==> src/sv/wwlm_pkg.sv <==
`default_nettype none
// ----------------------------------------------------------------------------
// wwlm_pkg
// Shared types and constants of the wound/wait lock manager: request and
// response payloads, table entry layouts, mode and status codes.
// ----------------------------------------------------------------------------
package wwlm_pkg;

    localparam int NUM_LOCKS    = 64;
    localparam int NUM_CONTEXTS = 16;
    localparam int STAMP_WIDTH  = 32;

    localparam int LOCK_AW = $clog2(NUM_LOCKS);
    localparam int CTX_AW  = $clog2(NUM_CONTEXTS);
    // a context never counts more locks than the table holds
    localparam int ACQ_W   = $clog2(NUM_LOCKS + 1);

    typedef enum logic [2:0] {
        MODE_INIT   = 3'd0,
        MODE_DONE   = 3'd1,
        MODE_FINI   = 3'd2,
        MODE_LOCK   = 3'd3,
        MODE_TRY    = 3'd4,
        MODE_SLOW   = 3'd5,
        MODE_UNLOCK = 3'd6
    } mode_t;

    typedef enum logic [2:0] {
        STATUS_OK       = 3'd0,
        STATUS_WAIT     = 3'd1,
        STATUS_ALREADY  = 3'd2,
        STATUS_DEADLOCK = 3'd3,
        STATUS_ERROR    = 3'd4
    } status_t;

    typedef enum logic [1:0] {
        ST_IDLE,
        ST_LOOK,
        ST_EVAL
    } state_t;

    typedef struct packed {
        logic [2:0] mode;
        logic [5:0] lock_id;
        logic [3:0] ctx_id;
        logic       has_ctx;
        logic [7:0] task_id;
    } req_t;

    typedef struct packed {
        logic [2:0]  status;
        logic [31:0] stamp_value;
        logic        wounded_holder;
        logic        held_by_task;
        logic [31:0] wound_total;
        logic [31:0] backoff_total;
    } rsp_t;

    typedef struct packed {
        logic              locked;
        logic [7:0]        owner;
        logic              hold_valid;
        logic [CTX_AW-1:0] hold_idx;
    } lock_entry_t;

    typedef struct packed {
        logic [STAMP_WIDTH-1:0] stamp;
        logic                   wounded;
        logic [ACQ_W-1:0]       acquired;
        logic                   done;
    } ctx_entry_t;

endpackage
`default_nettype wire

==> src/sv/wound_wait_lock_manager.sv <==
`default_nettype none
// ----------------------------------------------------------------------------
// wound_wait_lock_manager
// Wound/wait lock manager with a lock table and an acquire context table.
// ----------------------------------------------------------------------------
// Usage:
//   A request (mode, lock, optional context, task) enters on req when
//   req_valid is high and req_stall is low. Exactly one response per request
//   leaves on rsp when rsp_valid is high and rsp_stall is low.
//   The response is registered when the request commits in the evaluate step.
//   The lock entry is read first, the holder's context entry is read from
//   the context memory in the next cycle, and the tables are written back
//   when the request commits in the evaluate step.
//   Only one request is in flight; req_stall is high until it commits.
//   While rsp_stall holds a finished response, the next request still waits
//   in the evaluate step and does not touch the tables until the output
//   register frees up.
//   Reset: all locks free and all contexts zero at once, through per-entry
//   valid bits; no clearing pass. Stamp counter restarts at 1, wound and
//   backoff totals at 0.
// ----------------------------------------------------------------------------
module wound_wait_lock_manager (
    input  wire logic            clk,
    input  wire logic            rst_n,
    input  wire logic            req_valid,
    output logic                 req_stall,
    input  wire wwlm_pkg::req_t  req,
    output logic                 rsp_valid,
    input  wire logic            rsp_stall,
    output wwlm_pkg::rsp_t       rsp
);

    // tables
    wwlm_pkg::lock_entry_t lock_mem [wwlm_pkg::NUM_LOCKS];
    wwlm_pkg::ctx_entry_t  ctx_mem  [wwlm_pkg::NUM_CONTEXTS];
    logic [wwlm_pkg::NUM_LOCKS-1:0]    lock_vld_reg;
    logic [wwlm_pkg::NUM_CONTEXTS-1:0] ctx_vld_reg;

    wwlm_pkg::state_t state_reg, state_next;
    wwlm_pkg::req_t   req_reg;

    wwlm_pkg::lock_entry_t lk_raw_reg;
    logic                  lk_hit_reg;
    wwlm_pkg::ctx_entry_t  cx_raw_reg;
    logic                  cx_hit_reg;
    wwlm_pkg::ctx_entry_t  hx_raw_reg;
    logic                  hx_hit_reg;

    logic [wwlm_pkg::STAMP_WIDTH-1:0] next_stamp_reg;
    logic [31:0]                      wound_reg;
    logic [31:0]                      backoff_reg;

    wwlm_pkg::rsp_t rsp_reg;
    logic           rsp_valid_reg;

    logic accept;
    logic commit;
    logic holder_rd;

    wwlm_pkg::lock_entry_t lk, lock_n, lock_after;
    wwlm_pkg::ctx_entry_t  cx, hx, ctx_n;
    logic [wwlm_pkg::CTX_AW-1:0]  ci;
    logic [wwlm_pkg::CTX_AW-1:0]  ctx_wa;
    logic [wwlm_pkg::LOCK_AW-1:0] li;
    logic lock_wr, ctx_wr, stamp_adv, wound_inc, backoff_inc;
    logic bad_mode, ctx_mode, lock_ok, ctx_ok, bad_req, stamp_show;
    logic [wwlm_pkg::STAMP_WIDTH-1:0] stamp_inc, stamp_after;
    wwlm_pkg::status_t status;
    wwlm_pkg::rsp_t    rsp_n;

    assign li     = wwlm_pkg::LOCK_AW'(req_reg.lock_id);
    assign ci     = wwlm_pkg::CTX_AW'(req_reg.ctx_id);
    assign accept = req_valid && !req_stall;

    // ------------------------------------------------------------------------
    // Control
    // ------------------------------------------------------------------------
    always_comb
    begin
        state_next = state_reg;
        case (state_reg)
            wwlm_pkg::ST_IDLE:
            begin
                if (req_valid)
                begin
                    state_next = wwlm_pkg::ST_LOOK;
                end
            end
            wwlm_pkg::ST_LOOK:
            begin
                state_next = wwlm_pkg::ST_EVAL;
            end
            wwlm_pkg::ST_EVAL:
            begin
                if (!rsp_valid_reg || !rsp_stall)
                begin
                    state_next = wwlm_pkg::ST_IDLE;
                end
            end
            default:
            begin
                state_next = wwlm_pkg::ST_IDLE;
            end
        endcase
    end

    always_comb
    begin
        req_stall = 1'b1;
        holder_rd = 1'b0;
        commit    = 1'b0;
        case (state_reg)
            wwlm_pkg::ST_IDLE:
            begin
                req_stall = 1'b0;
            end
            wwlm_pkg::ST_LOOK:
            begin
                holder_rd = 1'b1;
            end
            wwlm_pkg::ST_EVAL:
            begin
                commit = !rsp_valid_reg || !rsp_stall;
            end
            default:
            begin
                req_stall = 1'b1;
            end
        endcase
    end

    always_ff @(posedge clk or negedge rst_n)
    begin
        if (!rst_n)
        begin
            state_reg <= wwlm_pkg::ST_IDLE;
        end
        else
        begin
            state_reg <= state_next;
        end
    end

    always_ff @(posedge clk)
    begin
        if (accept)
        begin
            req_reg <= req;
        end
    end

    // ------------------------------------------------------------------------
    // Memories: read registered, one write port each
    // ------------------------------------------------------------------------
    always_ff @(posedge clk)
    begin
        if (commit && lock_wr)
        begin
            lock_mem[li] <= lock_n;
        end
        if (accept)
        begin
            lk_raw_reg <= lock_mem[wwlm_pkg::LOCK_AW'(req.lock_id)];
        end
    end

    always_ff @(posedge clk)
    begin
        if (commit && ctx_wr)
        begin
            ctx_mem[ctx_wa] <= ctx_n;
        end
        if (accept)
        begin
            cx_raw_reg <= ctx_mem[wwlm_pkg::CTX_AW'(req.ctx_id)];
        end
        if (holder_rd)
        begin
            hx_raw_reg <= ctx_mem[lk.hold_idx];
        end
    end

    // entries never written read as their reset value
    always_ff @(posedge clk or negedge rst_n)
    begin
        if (!rst_n)
        begin
            lock_vld_reg <= '0;
            ctx_vld_reg  <= '0;
            lk_hit_reg   <= 1'b0;
            cx_hit_reg   <= 1'b0;
            hx_hit_reg   <= 1'b0;
        end
        else
        begin
            if (commit && lock_wr)
            begin
                lock_vld_reg[li] <= 1'b1;
            end
            if (commit && ctx_wr)
            begin
                ctx_vld_reg[ctx_wa] <= 1'b1;
            end
            if (accept)
            begin
                lk_hit_reg <= lock_vld_reg[wwlm_pkg::LOCK_AW'(req.lock_id)];
                cx_hit_reg <= ctx_vld_reg[wwlm_pkg::CTX_AW'(req.ctx_id)];
            end
            if (holder_rd)
            begin
                hx_hit_reg <= ctx_vld_reg[lk.hold_idx];
            end
        end
    end

    assign lk = lk_hit_reg ? lk_raw_reg : '0;
    assign cx = cx_hit_reg ? cx_raw_reg : '0;
    assign hx = hx_hit_reg ? hx_raw_reg : '0;

    // ------------------------------------------------------------------------
    // Evaluate one request
    // ------------------------------------------------------------------------
    assign stamp_inc = next_stamp_reg + 1'b1;

    always_comb
    begin
        lock_n      = lk;
        ctx_n       = cx;
        ctx_wa      = ci;
        lock_wr     = 1'b0;
        ctx_wr      = 1'b0;
        stamp_adv   = 1'b0;
        wound_inc   = 1'b0;
        backoff_inc = 1'b0;
        status      = wwlm_pkg::STATUS_OK;
        bad_mode    = 1'b0;
        ctx_mode    = 1'b0;

        case (req_reg.mode)
            wwlm_pkg::MODE_INIT,
            wwlm_pkg::MODE_DONE,
            wwlm_pkg::MODE_FINI:
            begin
                ctx_mode = 1'b1;
            end
            wwlm_pkg::MODE_LOCK,
            wwlm_pkg::MODE_TRY,
            wwlm_pkg::MODE_SLOW,
            wwlm_pkg::MODE_UNLOCK:
            begin
                ctx_mode = 1'b0;
            end
            default:
            begin
                bad_mode = 1'b1;
            end
        endcase

        lock_ok = int'(req_reg.lock_id) < wwlm_pkg::NUM_LOCKS;
        ctx_ok  = int'(req_reg.ctx_id) < wwlm_pkg::NUM_CONTEXTS;
        bad_req = bad_mode || !lock_ok || (req_reg.has_ctx && !ctx_ok) ||
                  (ctx_mode && !req_reg.has_ctx);

        if (bad_req)
        begin
            status = wwlm_pkg::STATUS_ERROR;
        end
        else
        begin
            case (req_reg.mode)
                wwlm_pkg::MODE_INIT:
                begin
                    ctx_n.stamp    = next_stamp_reg;
                    ctx_n.wounded  = 1'b0;
                    ctx_n.acquired = '0;
                    ctx_n.done     = 1'b0;
                    ctx_wr         = 1'b1;
                    stamp_adv      = 1'b1;
                end
                wwlm_pkg::MODE_DONE:
                begin
                    ctx_n.done = 1'b1;
                    ctx_wr     = 1'b1;
                end
                wwlm_pkg::MODE_FINI:
                begin
                    if (cx.acquired != '0)
                    begin
                        status = wwlm_pkg::STATUS_ERROR;
                    end
                    else
                    begin
                        ctx_n.stamp   = '0;
                        ctx_n.wounded = 1'b0;
                        ctx_n.done    = 1'b0;
                        ctx_wr        = 1'b1;
                    end
                end
                wwlm_pkg::MODE_LOCK:
                begin
                    if (req_reg.has_ctx && cx.done)
                    begin
                        status = wwlm_pkg::STATUS_ERROR;
                    end
                    else if (!lk.locked)
                    begin
                        lock_wr = 1'b1;
                        ctx_wr  = req_reg.has_ctx;
                    end
                    else if (req_reg.has_ctx && lk.hold_valid && lk.hold_idx == ci)
                    begin
                        status = wwlm_pkg::STATUS_ALREADY;
                    end
                    else
                    begin
                        // older requester wounds a younger holder
                        if (req_reg.has_ctx && lk.hold_valid &&
                            cx.stamp < hx.stamp && !hx.wounded)
                        begin
                            ctx_n         = hx;
                            ctx_n.wounded = 1'b1;
                            ctx_wa        = lk.hold_idx;
                            ctx_wr        = 1'b1;
                            wound_inc     = 1'b1;
                        end
                        if (req_reg.has_ctx && cx.wounded)
                        begin
                            backoff_inc = 1'b1;
                            status      = wwlm_pkg::STATUS_DEADLOCK;
                        end
                        else
                        begin
                            status = wwlm_pkg::STATUS_WAIT;
                        end
                    end
                end
                wwlm_pkg::MODE_TRY:
                begin
                    if (!lk.locked)
                    begin
                        lock_wr = 1'b1;
                        ctx_wr  = req_reg.has_ctx;
                    end
                    else
                    begin
                        status = wwlm_pkg::STATUS_WAIT;
                    end
                end
                wwlm_pkg::MODE_SLOW:
                begin
                    ctx_n.wounded = 1'b0;
                    ctx_wr        = req_reg.has_ctx;
                    if (!lk.locked)
                    begin
                        lock_wr = 1'b1;
                    end
                    else
                    begin
                        status = wwlm_pkg::STATUS_WAIT;
                    end
                end
                wwlm_pkg::MODE_UNLOCK:
                begin
                    if (lk.hold_valid && hx.acquired != '0)
                    begin
                        ctx_n          = hx;
                        ctx_n.acquired = wwlm_pkg::ACQ_W'(hx.acquired - 1'b1);
                        ctx_wa         = lk.hold_idx;
                        ctx_wr         = 1'b1;
                    end
                    lock_n  = '0;
                    lock_wr = 1'b1;
                end
                default:
                begin
                    status = wwlm_pkg::STATUS_ERROR;
                end
            endcase

            // grab of a free lock: record owner and bump the context count
            if (lock_wr && req_reg.mode != wwlm_pkg::MODE_UNLOCK)
            begin
                lock_n.locked     = 1'b1;
                lock_n.owner      = req_reg.task_id;
                lock_n.hold_valid = req_reg.has_ctx;
                lock_n.hold_idx   = req_reg.has_ctx ? ci : '0;
                if (req_reg.has_ctx)
                begin
                    ctx_n.acquired = wwlm_pkg::ACQ_W'(ctx_n.acquired + 1'b1);
                end
            end
        end

        stamp_after = (ctx_wr && ctx_wa == ci) ? ctx_n.stamp : cx.stamp;
        stamp_show  = req_reg.has_ctx && ctx_ok && lock_ok && !bad_mode;
        lock_after  = lock_wr ? lock_n : lk;

        rsp_n.status         = status;
        rsp_n.stamp_value    = stamp_show ? 32'(stamp_after) : '0;
        rsp_n.wounded_holder = wound_inc;
        rsp_n.held_by_task   = lock_ok && lock_after.locked &&
                               lock_after.owner == req_reg.task_id;
        rsp_n.wound_total    = wound_reg + 32'(wound_inc);
        rsp_n.backoff_total  = backoff_reg + 32'(backoff_inc);
    end

    // ------------------------------------------------------------------------
    // Counters and output register
    // ------------------------------------------------------------------------
    always_ff @(posedge clk or negedge rst_n)
    begin
        if (!rst_n)
        begin
            next_stamp_reg <= wwlm_pkg::STAMP_WIDTH'(1);
            wound_reg      <= '0;
            backoff_reg    <= '0;
            rsp_valid_reg  <= 1'b0;
        end
        else
        begin
            if (commit)
            begin
                wound_reg   <= rsp_n.wound_total;
                backoff_reg <= rsp_n.backoff_total;
                if (stamp_adv)
                begin
                    // skip zero on wrap
                    next_stamp_reg <= (stamp_inc == '0) ? wwlm_pkg::STAMP_WIDTH'(1)
                                                        : stamp_inc;
                end
            end
            if (commit)
            begin
                rsp_valid_reg <= 1'b1;
            end
            else if (!rsp_stall)
            begin
                rsp_valid_reg <= 1'b0;
            end
        end
    end

    always_ff @(posedge clk)
    begin
        if (commit)
        begin
            rsp_reg <= rsp_n;
        end
    end

    assign rsp_valid = rsp_valid_reg;
    assign rsp       = rsp_reg;

`ifndef NO_ASSERTIONS
    a_stamp_nonzero: assert property (@(posedge clk) disable iff (!rst_n)
        next_stamp_reg != '0)
        else $error("stamp counter reached zero");

    a_accept_look: assert property (@(posedge clk) disable iff (!rst_n)
        accept |=> state_reg == wwlm_pkg::ST_LOOK)
        else $error("accepted request did not start a table lookup");

    a_look_eval: assert property (@(posedge clk) disable iff (!rst_n)
        state_reg == wwlm_pkg::ST_LOOK |=> state_reg == wwlm_pkg::ST_EVAL)
        else $error("holder read did not lead to evaluation");

    a_commit_out: assert property (@(posedge clk) disable iff (!rst_n)
        commit |=> rsp_valid && rsp.wound_total == wound_reg)
        else $error("committed request did not show its response");

    a_counters_hold: assert property (@(posedge clk) disable iff (!rst_n)
        !commit |=> $stable(wound_reg) && $stable(backoff_reg))
        else $error("totals moved without a committed request");
`endif

endmodule
`default_nettype wire
==> config.mk <==
export PLATFORM = sky130hd
export DESIGN_NAME = wound_wait_lock_manager
export DESIGN_NICKNAME = d
export VERILOG_FILES = /design/src/sv/wwlm_pkg.sv /design/src/sv/wound_wait_lock_manager.sv
export SDC_FILE = /design/constraint.sdc
export NUM_CORES = 2
export LEC_CHECK = 0
export ABC_CLOCK_PERIOD_IN_PS = 8800
export BUFFER_PORTS_ARGS = -buffer_cell sky130_fd_sc_hd__buf_2
export CAP_MARGIN = 25
export CORE_ASPECT_RATIO = 1.4
export CORE_MARGIN = 2
export CORE_UTILIZATION = 40
export CTS_CLUSTER_SIZE = 25
export DETAILED_ROUTE_END_ITERATION = 10
export SLEW_MARGIN = 20
export SYNTH_ARGS = -nofsm -noshare
export SYNTH_HDL_FRONTEND = slang
export SYNTH_SLANG_ARGS = --single-unit
==> constraint.sdc <==
create_clock -name clk -period 8.8 [get_ports clk]
set_clock_uncertainty 0.2 [all_clocks]
set_input_delay 0.88 -clock clk [delete_from_list [all_inputs] [get_ports clk]]
set_output_delay 0.88 -clock clk [all_outputs]
set_load 0.005 [all_outputs]
==> summary.md <==
| Metric | Value |
|---|---|
| Sequential element share of the synthesized area | 0.679 |
| Cell row count | 200 |
| Cells along the critical path | buf_4, nand2_1, inv_1, ha_1, inv_1, a31oi_1, o211a_1, o2111ai_1, a31oi_2, buf_4, nor2_2, buf_4, a41oi_1, a22oi_1, nand2_1, nor2_4, buf_4 |
| # nets final | 5286 |
| Top FF cell, synth | sky130_fd_sc_hd__edfxtp_1 |
| Status | finished clean |
| Relative contribution of combinational cells to total power | 0.186 |
| Path type of the worst min-delay path | in -> reg |
| Width of the die | 394 microns |
| DIE HEIGHT | 550 microns |
| Detailed-route DRC error count | 0 |
| Period minus WS final | 6.62 ns |
| Max_cap viols | 0 |
| Setup repair after global routing missed its margin | false |
| Worst stage delay on the critical path | 0.83 ns |
| Number of iterations in the first detailed-routing pass | 7 |
| Reported leakage power | 0.0317 uW |
| Endpoints failing setup | 0 |
| Remaining global-route overflow | 0 |
| Area growth, synth to finish | 13.0% |
| Number of antenna violations at the first check in global routing | 9 |
| Buffer levels on the longest clock path | 4 |
| Most numerous cell on the critical path | sky130_fd_sc_hd__buf_4 |
| Clock group share of total power | 0.340 |
| Number of warning messages in the yosys log | 0 |
| Max_slew headroom | 0.259 |
| Effective utilization at floorplan | 0.402 |
| CTS Root Cell | sky130_fd_sc_hd__clkbuf_16 |
| Fin Hold WS | 0.0542 ns |
| Final-report max-slew violation count | 0 |
| Clock tree from TritonCTS | yes |
| Met2 track demand over resource in global routing | 0.383 |
| Async SR Flop Fraction | 0.0932 |
| Crit end category | register |
| Crit path buf inv count | 6 |
| Global-route usage over all layers | 0.217 |
| Area after DPL | 0.0898 sq mm |
| Area of the die | 0.216 sq mm |
| Count of filler cells inserted in the layout | 18400 |
| Pwr Density | 253 mW/mm^2 |
| Core Footprint | 0.212 sq mm |
| Post-synthesis cell type count | 86 |
| Yosys top cell by area | sky130_fd_sc_hd__edfxtp_1 |
| Startpoint-to-endpoint class of the critical path | reg -> reg |
| Mean cell area of the mapped netlist | 16.8 sq um |
| Port-buffer cells | 128 |
| Count of pins on the block boundary | 129 |
| Antenna-violating nets left | 0 |
| Net switching power figure | 7060 uW |
| Cells taking the most area after synthesis | sky130_fd_sc_hd__edfxtp_1 63%, sky130_fd_sc_hd__mux4_2 14%, sky130_fd_sc_hd__dfrtp_1 5.3% |
| TritonCTS Buffers | 195 |
| Sum of internal, switching and leakage power | 24300 uW |
| Final worst path period share | 0.753 |
| Crit-path max FO | 32 |
| Switching Fraction | 0.290 |
| Cell with the largest stage delay on the worst path | sky130_fd_sc_hd__dfrtp_2 |
| Level count of the clock H-tree | 4 |
| GR Util met1 | 0.266 |
| RePlAce Congestion | 0.879 |
| Number of design-rule violations left by the first detailed-router iteration | 5159 |
| Routed wire length | 238000 microns |
| Post-Synthesis Cells | 5072 |
| Clock insertion delay at the later pin of the skew report | 0.88 ns |
| Required time of the critical path | 9.01 ns |
| Post-detailed-route wirelength per cell | 29.0 microns |
| Relative contribution of sequential cells to total power | 0.474 |
| Number of nets produced by synthesis | 5136 |
| Via count | 48600 |
| Transition at the pin with the smallest max-transition slack | 1.11 ns |
| Proportion of layout cells with a drive suffix above 1 | 0.253 |
| Final HPWL DP | 141000 microns |
| Startpoint type of the worst setup path | register |
| Clk sink count | 1953 |
| Post-synthesis sequential element count | 1953 |
| Busiest layer in global routing | met2 |
| Pin count of the biggest net entering global routing | 101 |
| Flip-flop count of the largest register after layout | 896 |
| Setup TNS after final layout | 0 ns |
| Clock edge transition at the registers on the reported setup and hold paths | 0.06 ns |
| Met3 demand-to-capacity share in global routing | 0.0323 |
| Data arrival time of the critical path | 6.83 ns |
| Avg Vias per Cell | 5.92 |
| Final count of hold timing violations | 0 |
| Final instance area | 0.0960 sq mm |
| Cell-internal power | 17200 uW |
| Worst supply voltage drop on vdd | 0.190 mV |
| Count of flip-flops with a built-in enable after synthesis | 1771 |
| Number of resized instances in the post-cts repair step | 0 |
| Yosys top cell area share | 0.626 |
| Cell Area, Synth | 0.0850 sq mm |
| Highest clock rate | 151 MHz |
| Family of cells with the greatest summed delay on the critical path | buffers and inverters |
| Vias in the first global route | 49500 |
| First-pass GRT wire length | 345000 microns |
## layout by cell type (no fill, tap or decap), types with 86 or more instances in the layout
master / instances
sky130_fd_sc_hd__a211oi_1: 89
sky130_fd_sc_hd__buf_2: 121
sky130_fd_sc_hd__nor2_1: 192
sky130_fd_sc_hd__nand3_1: 108
sky130_fd_sc_hd__dfrtp_1: 178
sky130_fd_sc_hd__clkbuf_16: 198
sky130_fd_sc_hd__a21oi_1: 225
sky130_fd_sc_hd__nand2_1: 379
sky130_fd_sc_hd__mux2_2: 86
sky130_fd_sc_hd__mux2i_1: 151
sky130_fd_sc_hd__buf_4: 161
sky130_fd_sc_hd__o21ai_0: 197
sky130_fd_sc_hd__mux4_2: 528
sky130_fd_sc_hd__xnor2_1: 87
sky130_fd_sc_hd__edfxtp_1: 1771
## path summary, 6_finish.rpt
kind | slack [ns] | endpoint | start | depth (start not counted)
setup / recovery | 2.18 | ctx_mem[12][5] | cx_hit_reg | 17
hold / removal | 0.05 | req_reg[19] | req[19] | 1
setup reg to reg | 2.18 | ctx_mem[12][5] | cx_hit_reg | 17
hold reg to reg | 0.26 | lock_vld_reg[14] | lock_vld_reg[14] | 1
max in group asynchronous | 6.63 | next_stamp_reg[24] | rst_n | 3
min in group asynchronous | 0.43 | lock_vld_reg[34] | rst_n | 2
## metal layers
| metal | vias up | share of wire |
|---|---|---|
| li1 | 20600 | - |
| met1 | 25500 | 0.38 |
| met2 | 1961 | 0.52 |
| met3 | 509 | 0.064 |
| met4 | 8 | 0.043 |
| met5 | - | 0.00017 |
## cell type report
type,count,area (sq um),area share
antenna,8,20.0,0.000208
clock buffer,241,5170,0.0538
clock inverter,103,1010,0.0105
inverter,48,186,0.00194
multi-input combinational,2716,26100,0.272
sequential,1953,57700,0.601
tap,2828,3540,0.0368
timing repair buffer,308,2280,0.0238
## metrics by stage
step	util	setup slack (ns)	std cells
2_1_floorplan	-	2.64	5072
3_3_place_gp	0.423	2.31	7836
3_5_place_dp	0.424	2.23	7847
4_1_cts	0.453	2.19	8195
5_1_grt	0.454	1.73	8199
6_report	0.454	2.18	8205
## power by group through the flow
stage          clock network (uW)  logic (uW)  registers, uW
2_1_floorplan                   0        2670          11600
3_3_place_gp                    0        4340          11700
3_5_place_dp                    0        4490          11700
4_1_cts                      8430        4500          11500
5_1_grt                      8740        4800          11500
6_report                     8260        4510          11500
## cells in the mapped netlist, types with 47 or more instances
master	number
sky130_fd_sc_hd__o21ai_0	201
sky130_fd_sc_hd__buf_1	78
sky130_fd_sc_hd__a21oi_1	243
sky130_fd_sc_hd__clkbuf_1	250
sky130_fd_sc_hd__a211oi_1	89
sky130_fd_sc_hd__mux4_2	528
sky130_fd_sc_hd__nand2_1	389
sky130_fd_sc_hd__mux2_2	86
sky130_fd_sc_hd__edfxtp_1	1771
sky130_fd_sc_hd__xnor2_1	87
sky130_fd_sc_hd__inv_1	47
sky130_fd_sc_hd__xor2_1	82
sky130_fd_sc_hd__nor2_1	205
sky130_fd_sc_hd__nand3_1	108
sky130_fd_sc_hd__dfrtp_1	181
sky130_fd_sc_hd__mux2i_1	152
sky130_fd_sc_hd__or2_2	71
sky130_fd_sc_hd__a22oi_1	47
## cells by family after synthesis
| logic type | count (synthesis) | share of synthesized area |
|---|---|---|
| compound gates | 780 | 0.0573 |
| xor+xnor | 169 | 0.0174 |
| mux | 766 | 0.169 |
| simple gates | 963 | 0.0528 |
| flops | 1953 | 0.679 |
| buf+inv | 403 | 0.0186 |
| fa+ha+maj | 38 | 0.00559 |
## what timing repair did
item	CTS	global route
hold buffers	4	0
setup buffers	0	0
endpoints found under the hold margin	81	0
Note: power is estimated with default switching activity, not from simulation.
